## src/rtl/core/assert_macros.svh

```systemverilog
// ---------------------------------------------------------------------------
// assert_macros.svh
// shared assertion macros, clocked on i_clk and off while i_rst_n is low
// ---------------------------------------------------------------------------
`ifndef ASSERT_MACROS_SVH
`define ASSERT_MACROS_SVH

// same-cycle implication
`define DNPS_ASSERT_IMP(lbl, ante, cons) \
    lbl: assert property (@(posedge i_clk) disable iff (!i_rst_n) (ante) |-> (cons)) \
        else $error("same-cycle check failed");

// next-cycle implication
`define DNPS_ASSERT_NXT(lbl, ante, cons) \
    lbl: assert property (@(posedge i_clk) disable iff (!i_rst_n) (ante) |=> (cons)) \
        else $error("next-cycle check failed");

`endif

```

## src/rtl/core/dnps_pkg.sv

```systemverilog
// ---------------------------------------------------------------------------
// dnps_pkg
// types and constants shared by the directional point select block
// ---------------------------------------------------------------------------
package dnps_pkg;

    localparam int COORD_W = 15;
    localparam int INDEX_W = 16;
    localparam int SCORE_W = 16;
    localparam int SQ_W    = 2 * COORD_W;
    localparam int SUM_W   = (SQ_W + 1 > 26) ? SQ_W + 1 : 26;

    localparam int APB_DW  = 32;
    localparam int APB_AW  = 5;

    localparam int MIN_JUMP  = 'h0100;
    localparam int MAX_JUMP  = 'h1400;
    localparam int MAX_PERP  = 'h07FF;

    localparam logic [SUM_W-1:0]   MIN_JUMP_SQ = SUM_W'(MIN_JUMP * MIN_JUMP);
    localparam logic [SUM_W-1:0]   MAX_JUMP_SQ = SUM_W'(MAX_JUMP * MAX_JUMP);
    localparam logic [COORD_W-1:0] PERP_LIMIT  = COORD_W'(MAX_PERP);
    localparam logic [SCORE_W-1:0] EMPTY_SCORE = '1;
    localparam logic [SCORE_W-1:0] MAX_SCORE   =
        SCORE_W'((1 << COORD_W) - 1 + 2 * MAX_PERP);

    typedef enum logic [2:0] {
        REG_CURSOR_X     = 3'd0,
        REG_CURSOR_Y     = 3'd1,
        REG_DIRECTION    = 3'd2,
        REG_IGNORE_INDEX = 3'd3,
        REG_RANGE_FILTER = 3'd4
    } t_cfg_reg;

    typedef enum logic [2:0] {
        DIR_LEFT       = 3'd0,
        DIR_RIGHT      = 3'd1,
        DIR_UP         = 3'd2,
        DIR_DOWN       = 3'd3,
        DIR_UP_LEFT    = 3'd4,
        DIR_UP_RIGHT   = 3'd5,
        DIR_DOWN_LEFT  = 3'd6,
        DIR_DOWN_RIGHT = 3'd7
    } t_dir;

    typedef struct packed {
        logic [COORD_W-1:0] cursor_x;
        logic [COORD_W-1:0] cursor_y;
        t_dir               direction;
        logic [INDEX_W-1:0] ignore_index;
        logic               range_filter_on;
    } t_cfg;

    typedef struct packed {
        logic [COORD_W-1:0] point_x;
        logic [COORD_W-1:0] point_y;
        logic [INDEX_W-1:0] point_index;
        logic               has_point;
        logic               first_of_search;
        logic               last_of_search;
    } t_pt;

    typedef struct packed {
        logic [SQ_W-1:0]    sq_x;
        logic [SQ_W-1:0]    sq_y;
        logic               cand;
        logic [SCORE_W-1:0] score;
        logic [INDEX_W-1:0] point_index;
        logic               first;
        logic               last;
    } t_eval;

    typedef struct packed {
        logic [INDEX_W-1:0] chosen_index;
        logic               found;
        logic [SCORE_W-1:0] chosen_score;
    } t_res;

endpackage

```

## src/rtl/core/dnps_if.sv

```systemverilog
// ---------------------------------------------------------------------------
// dnps_if
// valid/ready channels for candidate points and selection results
// ---------------------------------------------------------------------------
interface dnps_pt_if;
    logic                        valid;
    logic                        ready;
    logic [dnps_pkg::COORD_W-1:0] point_x;
    logic [dnps_pkg::COORD_W-1:0] point_y;
    logic [dnps_pkg::INDEX_W-1:0] point_index;
    logic                        has_point;
    logic                        first_of_search;
    logic                        last_of_search;

    modport source (
        output valid, point_x, point_y, point_index, has_point,
               first_of_search, last_of_search,
        input  ready
    );
    modport sink (
        input  valid, point_x, point_y, point_index, has_point,
               first_of_search, last_of_search,
        output ready
    );
endinterface

interface dnps_res_if;
    logic                        valid;
    logic                        ready;
    logic [dnps_pkg::INDEX_W-1:0] chosen_index;
    logic                        found;
    logic [dnps_pkg::SCORE_W-1:0] chosen_score;

    modport source (
        output valid, chosen_index, found, chosen_score,
        input  ready
    );
    modport sink (
        input  valid, chosen_index, found, chosen_score,
        output ready
    );
endinterface

```

## src/rtl/core/directional_nearest_point_select.sv

```systemverilog
// ---------------------------------------------------------------------------
// directional_nearest_point_select
// keeps the best candidate point in the configured direction from the cursor
// ---------------------------------------------------------------------------
// path: a last item passes r_in and r_mid; r_out then holds its result on o_res
// throughput: one item per cycle; a last item, and the items behind it, wait only
//   while an earlier result is held in the output register and not yet taken
// reset: synchronous active low; clears valids, kept best and registers
//   (range filter on, all else zero)
module directional_nearest_point_select (
    input  logic                        i_clk,
    input  logic                        i_rst_n,
    dnps_pt_if.sink                     i_pt,
    dnps_res_if.source                  o_res,
    input  logic                        psel,
    input  logic                        penable,
    input  logic                        pwrite,
    input  logic [dnps_pkg::APB_AW-1:0] paddr,
    input  logic [dnps_pkg::APB_DW-1:0] pwdata,
    output logic [dnps_pkg::APB_DW-1:0] prdata,
    output logic                        pready
);

    `include "assert_macros.svh"

    dnps_pkg::t_cfg  cfg;
    dnps_pkg::t_eval eval;

    logic            r_in_valid;
    dnps_pkg::t_pt   r_in;
    logic            r_mid_valid;
    dnps_pkg::t_eval r_mid;
    logic            r_out_valid;
    logic            n_out_valid;
    dnps_pkg::t_res  r_out;
    dnps_pkg::t_res  n_out;
    logic [dnps_pkg::SCORE_W-1:0] r_best_score;
    logic [dnps_pkg::SCORE_W-1:0] n_best_score;
    logic [dnps_pkg::INDEX_W-1:0] r_best_point;
    logic [dnps_pkg::INDEX_W-1:0] n_best_point;

    logic                         in_free;
    logic                         mid_free;
    logic                         mid_fire;
    logic [dnps_pkg::SUM_W-1:0]   dist_sq;
    logic                         range_ok;
    logic [dnps_pkg::SCORE_W-1:0] base_score;
    logic [dnps_pkg::INDEX_W-1:0] base_point;
    logic                         take;

    dnps_cfg u_cfg (
        .i_clk   (i_clk),
        .i_rst_n (i_rst_n),
        .psel    (psel),
        .penable (penable),
        .pwrite  (pwrite),
        .paddr   (paddr),
        .pwdata  (pwdata),
        .prdata  (prdata),
        .pready  (pready),
        .o_cfg   (cfg)
    );

    dnps_eval u_eval (
        .i_item (r_in),
        .i_cfg  (cfg),
        .o_eval (eval)
    );

    // stall a last item only when it meets a full output register that o_res does not take
    assign mid_free = !r_mid_valid || !r_mid.last || !r_out_valid || o_res.ready;
    assign in_free  = !r_in_valid || mid_free;
    assign mid_fire = r_mid_valid && mid_free;
    assign i_pt.ready = in_free;

    assign dist_sq  = dnps_pkg::SUM_W'(r_mid.sq_x) + dnps_pkg::SUM_W'(r_mid.sq_y);
    assign range_ok = !cfg.range_filter_on ||
                      ((dist_sq > dnps_pkg::MIN_JUMP_SQ) &&
                       (dist_sq < dnps_pkg::MAX_JUMP_SQ));

    assign base_score = r_mid.first ? dnps_pkg::EMPTY_SCORE : r_best_score;
    assign base_point = r_mid.first ? '0 : r_best_point;
    assign take       = r_mid.cand && range_ok && (r_mid.score < base_score);

    always_comb begin
        n_best_score = r_best_score;
        n_best_point = r_best_point;
        if (mid_fire) begin
            n_best_score = take ? r_mid.score : base_score;
            n_best_point = take ? r_mid.point_index : base_point;
        end
    end

    always_comb begin
        n_out_valid = r_out_valid;
        n_out       = r_out;
        if (mid_fire && r_mid.last) begin
            n_out_valid        = 1'b1;
            n_out.chosen_index = n_best_point;
            n_out.found        = (n_best_point != '0);
            n_out.chosen_score = n_best_score;
        end else if (o_res.ready) begin
            n_out_valid = 1'b0;
        end
    end

    always_ff @(posedge i_clk) begin
        if (!i_rst_n) begin
            r_in_valid   <= 1'b0;
            r_mid_valid  <= 1'b0;
            r_out_valid  <= 1'b0;
            r_best_score <= dnps_pkg::EMPTY_SCORE;
            r_best_point <= '0;
        end else begin
            if (in_free) begin
                r_in_valid <= i_pt.valid;
            end
            if (mid_free) begin
                r_mid_valid <= r_in_valid;
            end
            r_out_valid  <= n_out_valid;
            r_best_score <= n_best_score;
            r_best_point <= n_best_point;
        end
    end

    always_ff @(posedge i_clk) begin
        if (in_free) begin
            r_in.point_x         <= i_pt.point_x;
            r_in.point_y         <= i_pt.point_y;
            r_in.point_index     <= i_pt.point_index;
            r_in.has_point       <= i_pt.has_point;
            r_in.first_of_search <= i_pt.first_of_search;
            r_in.last_of_search  <= i_pt.last_of_search;
        end
        if (mid_free) begin
            r_mid <= eval;
        end
        r_out <= n_out;
    end

    assign o_res.valid        = r_out_valid;
    assign o_res.chosen_index = r_out.chosen_index;
    assign o_res.found        = r_out.found;
    assign o_res.chosen_score = r_out.chosen_score;

    `DNPS_ASSERT_IMP(a_found_matches_score, r_out_valid,
        r_out.found == (r_out.chosen_score != dnps_pkg::EMPTY_SCORE))
    `DNPS_ASSERT_IMP(a_score_bounded, r_out_valid && r_out.found,
        r_out.chosen_score <= dnps_pkg::MAX_SCORE)
    `DNPS_ASSERT_NXT(a_last_held_on_stall,
        r_mid_valid && r_mid.last && r_out_valid && !o_res.ready,
        r_mid_valid && r_mid.last && r_out_valid)
    `DNPS_ASSERT_IMP(a_best_empty_after_reset, $past(!i_rst_n),
        r_best_score == dnps_pkg::EMPTY_SCORE && r_best_point == '0)

endmodule

```

## src/rtl/core/dnps_cfg.sv

```systemverilog
// ---------------------------------------------------------------------------
// dnps_cfg
// apb register file for cursor, direction, ignored index and range filter
// ---------------------------------------------------------------------------
module dnps_cfg (
    input  logic                          i_clk,
    input  logic                          i_rst_n,
    input  logic                          psel,
    input  logic                          penable,
    input  logic                          pwrite,
    input  logic [dnps_pkg::APB_AW-1:0]   paddr,
    input  logic [dnps_pkg::APB_DW-1:0]   pwdata,
    output logic [dnps_pkg::APB_DW-1:0]   prdata,
    output logic                          pready,
    output dnps_pkg::t_cfg                o_cfg
);

    dnps_pkg::t_cfg     r_cfg;
    dnps_pkg::t_cfg     n_cfg;
    dnps_pkg::t_cfg_reg reg_sel;
    logic               wr_en;

    assign reg_sel = dnps_pkg::t_cfg_reg'(paddr[dnps_pkg::APB_AW-1:2]);
    assign wr_en   = psel && penable && pwrite;
    assign pready  = 1'b1;
    assign o_cfg   = r_cfg;

    always_comb begin
        n_cfg = r_cfg;
        if (wr_en) begin
            case (reg_sel)
                dnps_pkg::REG_CURSOR_X:     n_cfg.cursor_x =
                    pwdata[dnps_pkg::COORD_W-1:0];
                dnps_pkg::REG_CURSOR_Y:     n_cfg.cursor_y =
                    pwdata[dnps_pkg::COORD_W-1:0];
                dnps_pkg::REG_DIRECTION:    n_cfg.direction =
                    dnps_pkg::t_dir'(pwdata[2:0]);
                dnps_pkg::REG_IGNORE_INDEX: n_cfg.ignore_index =
                    pwdata[dnps_pkg::INDEX_W-1:0];
                dnps_pkg::REG_RANGE_FILTER: n_cfg.range_filter_on = pwdata[0];
                default: ;
            endcase
        end
    end

    always_comb begin
        prdata = '0;
        case (reg_sel)
            dnps_pkg::REG_CURSOR_X:     prdata = dnps_pkg::APB_DW'(r_cfg.cursor_x);
            dnps_pkg::REG_CURSOR_Y:     prdata = dnps_pkg::APB_DW'(r_cfg.cursor_y);
            dnps_pkg::REG_DIRECTION:    prdata = dnps_pkg::APB_DW'(r_cfg.direction);
            dnps_pkg::REG_IGNORE_INDEX: prdata = dnps_pkg::APB_DW'(r_cfg.ignore_index);
            dnps_pkg::REG_RANGE_FILTER: prdata = dnps_pkg::APB_DW'(r_cfg.range_filter_on);
            default:                    prdata = '0;
        endcase
    end

    always_ff @(posedge i_clk) begin
        if (!i_rst_n) begin
            r_cfg.cursor_x        <= '0;
            r_cfg.cursor_y        <= '0;
            r_cfg.direction       <= dnps_pkg::DIR_LEFT;
            r_cfg.ignore_index    <= '0;
            r_cfg.range_filter_on <= 1'b1;
        end else begin
            r_cfg <= n_cfg;
        end
    end

endmodule

```

## src/rtl/core/dnps_eval.sv

```systemverilog
// ---------------------------------------------------------------------------
// dnps_eval
// per-point offsets, squared distances, direction weights and score
// ---------------------------------------------------------------------------
module dnps_eval (
    input  dnps_pkg::t_pt   i_item,
    input  dnps_pkg::t_cfg  i_cfg,
    output dnps_pkg::t_eval o_eval
);

    localparam int CW = dnps_pkg::COORD_W;

    logic signed [CW:0]   dx;
    logic signed [CW:0]   dy;
    logic                 neg_x;
    logic                 neg_y;
    logic                 pos_x;
    logic                 pos_y;
    logic [CW-1:0]        ax;
    logic [CW-1:0]        ay;
    logic [CW:0]          diag_sum;
    logic [CW-1:0]        diag_diff;
    logic [CW-1:0]        along;
    logic [CW-1:0]        perp;
    logic                 dir_ok;
    logic                 idx_ok;
    logic                 oblique;
    logic [CW+1:0]        score_wide;

    assign dx    = $signed({1'b0, i_item.point_x}) - $signed({1'b0, i_cfg.cursor_x});
    assign dy    = $signed({1'b0, i_item.point_y}) - $signed({1'b0, i_cfg.cursor_y});
    assign neg_x = dx[CW];
    assign neg_y = dy[CW];
    assign pos_x = !neg_x && (dx != '0);
    assign pos_y = !neg_y && (dy != '0);
    assign ax    = neg_x ? CW'(-dx) : CW'(dx);
    assign ay    = neg_y ? CW'(-dy) : CW'(dy);

    assign diag_sum  = {1'b0, ax} + {1'b0, ay};
    assign diag_diff = (ax >= ay) ? (ax - ay) : (ay - ax);

    always_comb begin
        case (i_cfg.direction)
            dnps_pkg::DIR_LEFT: begin
                dir_ok = neg_x;  along = ax;  perp = ay;
            end
            dnps_pkg::DIR_RIGHT: begin
                dir_ok = pos_x;  along = ax;  perp = ay;
            end
            dnps_pkg::DIR_UP: begin
                dir_ok = neg_y;  along = ay;  perp = ax;
            end
            dnps_pkg::DIR_DOWN: begin
                dir_ok = pos_y;  along = ay;  perp = ax;
            end
            dnps_pkg::DIR_UP_LEFT: begin
                dir_ok = neg_x && neg_y;
                along  = diag_sum[CW:1];
                perp   = diag_diff >> 1;
            end
            dnps_pkg::DIR_UP_RIGHT: begin
                dir_ok = pos_x && neg_y;
                along  = diag_sum[CW:1];
                perp   = diag_diff >> 1;
            end
            dnps_pkg::DIR_DOWN_LEFT: begin
                dir_ok = neg_x && pos_y;
                along  = diag_sum[CW:1];
                perp   = diag_diff >> 1;
            end
            default: begin
                dir_ok = pos_x && pos_y;
                along  = diag_sum[CW:1];
                perp   = diag_diff >> 1;
            end
        endcase
    end

    assign idx_ok  = (i_item.point_index != '0) &&
                     (i_item.point_index != i_cfg.ignore_index);
    assign oblique = ({1'b0, perp} >= {along, 1'b0}) || (perp > dnps_pkg::PERP_LIMIT);

    assign score_wide = {2'b00, along} + {1'b0, perp, 1'b0};

    assign o_eval.sq_x        = ax * ax;
    assign o_eval.sq_y        = ay * ay;
    assign o_eval.cand        = i_item.has_point && idx_ok && dir_ok &&
                                (along != '0) && !oblique;
    assign o_eval.score       = dnps_pkg::SCORE_W'(score_wide);
    assign o_eval.point_index = i_item.point_index;
    assign o_eval.first       = i_item.first_of_search;
    assign o_eval.last        = i_item.last_of_search;

endmodule
```

## src/flat_wrapper.sv

```systemverilog
// flat-port wrapper written by rule: the top's interface ports become plain ports
module directional_nearest_point_select_flat 
  (i_clk, i_rst_n, psel, penable, pwrite, paddr, pwdata, prdata, pready, i_pt_valid, i_pt_point_x, i_pt_point_y, i_pt_point_index, i_pt_has_point, i_pt_first_of_search, i_pt_last_of_search, i_pt_ready, o_res_valid, o_res_chosen_index, o_res_found, o_res_chosen_score, o_res_ready);
  dnps_pt_if i_pt_i ();
  dnps_res_if o_res_i ();
  input  logic i_clk;
  input  logic i_rst_n;
  input  logic psel;
  input  logic penable;
  input  logic pwrite;
  input  logic [dnps_pkg::APB_AW-1:0] paddr;
  input  logic [dnps_pkg::APB_DW-1:0] pwdata;
  output logic [dnps_pkg::APB_DW-1:0] prdata;
  output logic pready;
  input wire logic [$bits(i_pt_i.valid)-1:0] i_pt_valid;
  input wire logic [$bits(i_pt_i.point_x)-1:0] i_pt_point_x;
  input wire logic [$bits(i_pt_i.point_y)-1:0] i_pt_point_y;
  input wire logic [$bits(i_pt_i.point_index)-1:0] i_pt_point_index;
  input wire logic [$bits(i_pt_i.has_point)-1:0] i_pt_has_point;
  input wire logic [$bits(i_pt_i.first_of_search)-1:0] i_pt_first_of_search;
  input wire logic [$bits(i_pt_i.last_of_search)-1:0] i_pt_last_of_search;
  output wire logic [$bits(i_pt_i.ready)-1:0] i_pt_ready;
  output wire logic [$bits(o_res_i.valid)-1:0] o_res_valid;
  output wire logic [$bits(o_res_i.chosen_index)-1:0] o_res_chosen_index;
  output wire logic [$bits(o_res_i.found)-1:0] o_res_found;
  output wire logic [$bits(o_res_i.chosen_score)-1:0] o_res_chosen_score;
  input wire logic [$bits(o_res_i.ready)-1:0] o_res_ready;
  assign i_pt_i.valid = i_pt_valid;
  assign i_pt_i.point_x = i_pt_point_x;
  assign i_pt_i.point_y = i_pt_point_y;
  assign i_pt_i.point_index = i_pt_point_index;
  assign i_pt_i.has_point = i_pt_has_point;
  assign i_pt_i.first_of_search = i_pt_first_of_search;
  assign i_pt_i.last_of_search = i_pt_last_of_search;
  assign i_pt_ready = i_pt_i.ready;
  assign o_res_valid = o_res_i.valid;
  assign o_res_chosen_index = o_res_i.chosen_index;
  assign o_res_found = o_res_i.found;
  assign o_res_chosen_score = o_res_i.chosen_score;
  assign o_res_i.ready = o_res_ready;
  directional_nearest_point_select u_core (.i_clk(i_clk), .i_rst_n(i_rst_n), .i_pt(i_pt_i), .o_res(o_res_i), .psel(psel), .penable(penable), .pwrite(pwrite), .paddr(paddr), .pwdata(pwdata), .prdata(prdata), .pready(pready));
endmodule
```

## config.mk

```make
export PLATFORM = sky130hd
export DESIGN_NAME = directional_nearest_point_select_flat
export DESIGN_NICKNAME = d
export VERILOG_FILES = /design/src/rtl/core/dnps_pkg.sv /design/src/rtl/core/dnps_if.sv /design/src/rtl/core/directional_nearest_point_select.sv /design/src/rtl/core/dnps_cfg.sv /design/src/rtl/core/dnps_eval.sv /design/src/flat_wrapper.sv
export VERILOG_INCLUDE_DIRS = /design/src /design/src/rtl/core
export SDC_FILE = /design/constraint.sdc
export NUM_CORES = 2
export LEC_CHECK = 0
export BUFFER_PORTS_ARGS = -buffer_cell sky130_fd_sc_hd__buf_2
export CAP_MARGIN = 10
export CORE_MARGIN = 4
export CORE_UTILIZATION = 50
export CTS_BUF_LIST = sky130_fd_sc_hd__clkbuf_2 sky130_fd_sc_hd__clkbuf_4 sky130_fd_sc_hd__clkbuf_8
export DETAILED_ROUTE_END_ITERATION = 8
export GPL_TIMING_DRIVEN = 1
export PLACE_DENSITY = 0.7
export SYNTH_ARGS = -nofsm -noshare
export SYNTH_HDL_FRONTEND = slang
export SYNTH_SLANG_ARGS = --single-unit
export TNS_END_PERCENT = 50
```

## constraint.sdc

```tcl
create_clock -name i_clk -period 9.8 [get_ports i_clk]
set_clock_uncertainty 0.1 [all_clocks]
set_input_delay 1.96 -clock i_clk [delete_from_list [all_inputs] [get_ports i_clk]]
set_output_delay 1.96 -clock i_clk [all_outputs]
set_load 0.05 [all_outputs]
```

======== Word-level counts from Yosys, hierarchy flattened ========
Index checks and enable logic that the tools add are counted.
cells by class
  order comparisons ....................... 6
  $add $sub $neg .......................... 9
  equal/unequal tests ..................... 11
  multiplexer cells ....................... 15
  multipliers ............................. 2
  reductions and logical operators ........ 47
operators by type and width
  operator                                                         count
  two-way mux 16 bit                                               6
  one-hot mux 16 bit (5 select lines)                              1
  nonzero test 16 bit                                              4
  multiplier 15 x 15 -> 30 bit                                     2
  one-hot mux 15 bit (2 select lines)                              2
  two-way mux 15 bit                                               3
  subtractor 15 x 15 -> 16 bit                                     2
  adder 30 x 30 -> 31 bit                                          1
  greater-than comparator 31 x 17 -> 1 bit, second input constant  1
  < comparator 31 x 25 -> 1 bit, second input constant             1
  negator 15 bit                                                   2
  subtractor 15 bit                                                2
  logical AND 1 bit                                                18
  adder 15 x 15 -> 16 bit                                          1
  adder 15 x 16 -> 16 bit                                          1
  greater-or-equal comparator 15 x 16 -> 1 bit                     1
  < comparator 16 bit                                              1
  inequality test 16 bit                                           1
  greater-or-equal comparator 15 bit                               1
  greater-than comparator 15 x 11 -> 1 bit, second input constant  1
  nonzero test 15 bit                                              1
  == test 3 x 2 -> 1 bit, second input constant                    4
  == test 3 bit, second input constant                             4
  AND reduction 2 bit                                              5
  8 further kinds                                                  24
storage, ports and cells
  word-level logic and storage cells ...... 116
  register bits after elaboration ......... 262

======== Depth between registers and ports, before layout ========
  depth in word-level cells ............... 10
  gate-level depth with buffers ........... 38

======== By module ========
From an unflattened synthesis, not the netlist that was laid out.
unflattened totals
  cells, all modules ...................... 3269
  area total of the unflattened synthesis .. 29911.2 um^2
modules (own cells, without submodules)
  module                            cells each  area each (um^2)  sequential area each (um^2)  times used
  dnps_eval                         2286        18133.6           0.0                          1
  directional_nearest_point_select  710         9287.7            6015.8                       1
  dnps_cfg                          273         2489.9            1001.0                       1

======== Worst setup path after synthesis ========
No wires, ideal clock.
  kind .................................... reg2reg
  start ................................... register u_core.r_in[19] (netlist name)
  end ..................................... register u_core.r_mid[64] (netlist name) (data pin)
  data arrival time ....................... 8.773 ns
  setup slack ............................. 0.666 ns
  stages on the path, launching flop included .. 36
  data required time ...................... 9.439 ns
  buffers on the path ..................... 2
  cell sequence ........................... edfxtp_1 -> inv_1 -> ha_1 -> fa_1 -> nand2b_1 -> a21oi_1 -> o211ai_1 -> and3b_1 -> nand3b_1 -> a311o_1 -> and3_1 -> or2_1 -> clkbuf_1 -> inv_1 -> clkbuf_1 -> nor2_1 -> fa_1 -> inv_1 -> fa_1 -> inv_1 -> fa_1 -> fa_1 -> fa_1 -> fa_1 -> ha_1 -> and3_1 -> a21oi_1 -> o31ai_1 -> o41ai_1 -> o21ai_0 -> o41ai_1 -> o21bai_1 -> a31o_2 -> a211oi_1 -> o21ai_0 -> xnor2_1
RTL lines
  what                  line                                     RTL
  start, declared       directional_nearest_point_select.sv:30   dnps_pkg::t_pt r_in;
  end signal, assigned  directional_nearest_point_select.sv:137  r_mid <= eval;
  end, declared         directional_nearest_point_select.sv:32   dnps_pkg::t_eval r_mid;

==> flow_summary.yaml <==
global_route:
  antenna_found_initial: 1
  grt_pass1_wl_um: 116700
  grt_max_degree: 66
  overflow: 0
  grt_pass1_vias: 22320
  track_usage_pct: 23.03
placement:
  place_ws_ns: 0.3030
  gp_congestion: 0.9465
  io_buffer_count: 125
  dp_hpwl_um: 58380
finish:
  seq_area_um2: 6957
  layout-drive-gt1-share_pct: 10.52
  syn2layout_area_growth_pct: 9.530
  nets: 4035
  multi_input_area_um2: 19840
  fillers: 5286
yosys:
  synth_area_per_cell_um2: 9.092
  syn_area_um2: 29090
  synth_edf_count: 175
  synth_top_cells_by_area: "fa_1, edfxtp_1, ha_1"
  yosysMostFrequentCell: "inv_1"
  synthTopCellsByCount: "inv_1, nand2_1, ha_1, fa_1, nor2_1"
  synth_ff_type: "edfxtp_1"
  synthCells: 3200
  yosys.area.top_type: "fa_1"
  ys_ff_latch: 260
  yosys.cell_types.count: 85
  synthDominantCellAreaShare_pct: 19.06
  seq_area_frac_synth_pct: 23.91
  yosysWarnings: 0
  async_reset_ff_share_pct: 0
sta:
  final_max_slew_viol_count: 0
  finalSetupViolCount: 0
  worst_pin_slew_ns: 1.202
  rsz0062_at_grt: "yes"
  max_slew_margin_pct: 19.58
  hold_viol_final: 0
  max_freq_mhz: 108.1
  period_minus_slack_ns: 9.252
  layout_worst_path_cycle_share_pct: 94.41
  worst_slack_ns: 0.5482
run_status:
  status: "completed"
clock_tree:
  tritoncts: "done"
  cts.path.max_buffers: 3
  post_cts_buffers: 0
  insertion_delay_ns: 0.65
  h-tree-depth: 2
  cts_hold_buf: 0
  cts_made_buffers: 46
  path_clk_slew_ns: 0.09
  cts.sinks: 260
  cts_root_buf: "clkbuf_8"
critical_path:
  ff2ff_setup_slack_ns: 0.55
  critPathTopFamily: "adder cells"
  crit_buf_inv: 7
  crit_arrival_ns: 9.55
  slowest_stage: "fa_1"
  crit_required_ns: 10.10
  start_kind: "register"
  max_stage_delay_ns: 0.55
  cp_common_cell: "fa_1"
  cp-end-kind: "register"
  path_class: "register to register"
  worst-path-max-fanout: 12
route:
  drc: 0
  vias_per_cell: 5.483
  vias: 22690
  final_antenna_net_count: 0
  finalWirelength_um: 73210
  drt_pass1_iterations: 5
  routedWlPerCell_um: 17.69
  drt_iter0_drc: 1661
die:
  die_w_um: 249.2
  core_area_um2: 57700
  ioPinCount: 161
  die_area_um2: 62110
  dieHeight_um: 249.2
  num_rows: 88
  initial_core_util_pct: 50.43
flow_run:
  maxCapViolations: 0
min_path:
  hp-class: "register to register"
## through the flow
step	util [%]	setup TNS (ns)	instance area, µm²	hold slack (ns)	cells
2_1_floorplan	-	0	29150	0.3003	3215
3_3_place_gp	53.36	0	30790	0.3020	4054
3_5_place_dp	53.36	0	30790	0.3057	4054
4_1_cts	55.13	0	31810	0.3329	4138
5_1_grt	55.23	-0.0006519	31870	0.3550	4139
6_report	55.23	0	31870	0.3310	4139
## worst paths after layout
kind | start | endpoint | cells past startpoint
hold reg to reg | u_core.r_in[1]$_DFFE_PP_ | u_core.r_mid[1]$_DFFE_PP_ | 0
hold / removal | u_core.r_in[1]$_DFFE_PP_ | u_core.r_mid[1]$_DFFE_PP_ | 0
setup / recovery | u_core.r_in[34]$_DFFE_PP_ | u_core.r_mid[93]$_DFFE_PP_ | 35
setup reg to reg | u_core.r_in[34]$_DFFE_PP_ | u_core.r_mid[93]$_DFFE_PP_ | 35
## area by class of cell
class	count	area share, %
clock inverter	20	0.6950
antenna	1	0.007853
sequential	260	21.83
inverter	502	5.921
multi-input combinational	2332	62.26
clock buffer	64	2.509
tap	765	3.004
timing repair buffer	195	3.769
## state kept, by name (all words and copies together) (netlist names)
| register | flops |
|---|---|
| u_core.u_cfg.o_cfg | 50 |
| u_core.o_res.found | 1 |
| u_core.r_in_valid | 1 |
| u_core.r_best_point | 16 |
| u_core.r_in | 49 |
| u_core.o_res.chosen_index | 16 |
| u_core.r_mid | 93 |
| u_core.o_res.valid | 1 |
| u_core.o_res.chosen_score | 16 |
| u_core.r_mid_valid | 1 |
| u_core.r_best_score | 16 |
## layer usage
metal	wire length (µm)	vias up	GRT usage (%)
li1	-	10970	-
met1	31900	10920	31.55
met2	34370	677	37.83
met3	4527	126	3.727
met4	2408	0	7.045
met5	0	-	0
## kinds of logic after synthesis
kind of cell	synth area share, %
DFF	23.91
xor gates and xnor gates	5.148
buffers and inverters	8.352
AOI/OAI and AO/OA	12.31
muxes	2.683
and+or+nand+nor	14.40
other	0.02581
adders and majority gates	33.17
## repair_timing
action | CTS | global route
resized for setup | 0 | 9
endpoints found under the setup margin | 0 | 9
endpoints found under the hold margin | 0 | 0
## cell usage in the layout, fill, tap and decap left out, drive strengths merged, types with 26 or more instances in the layout
cell and count:
or2 29, and2 29, o21ai 113, mux2i 39
dfxtp 85, a21o 42, nand2 337, clkbuf 64
buf 195, inv 498, fa 277, edfxtp 175
a21oi 179, nand2b 39, mux2 26, xor2 63
nor3 60, xnor2 108, nand3 43, nor2 254
ha 328
Power is not shown: default switching activity piles up to over one toggle a cycle in this logic, so the estimate is an artifact.
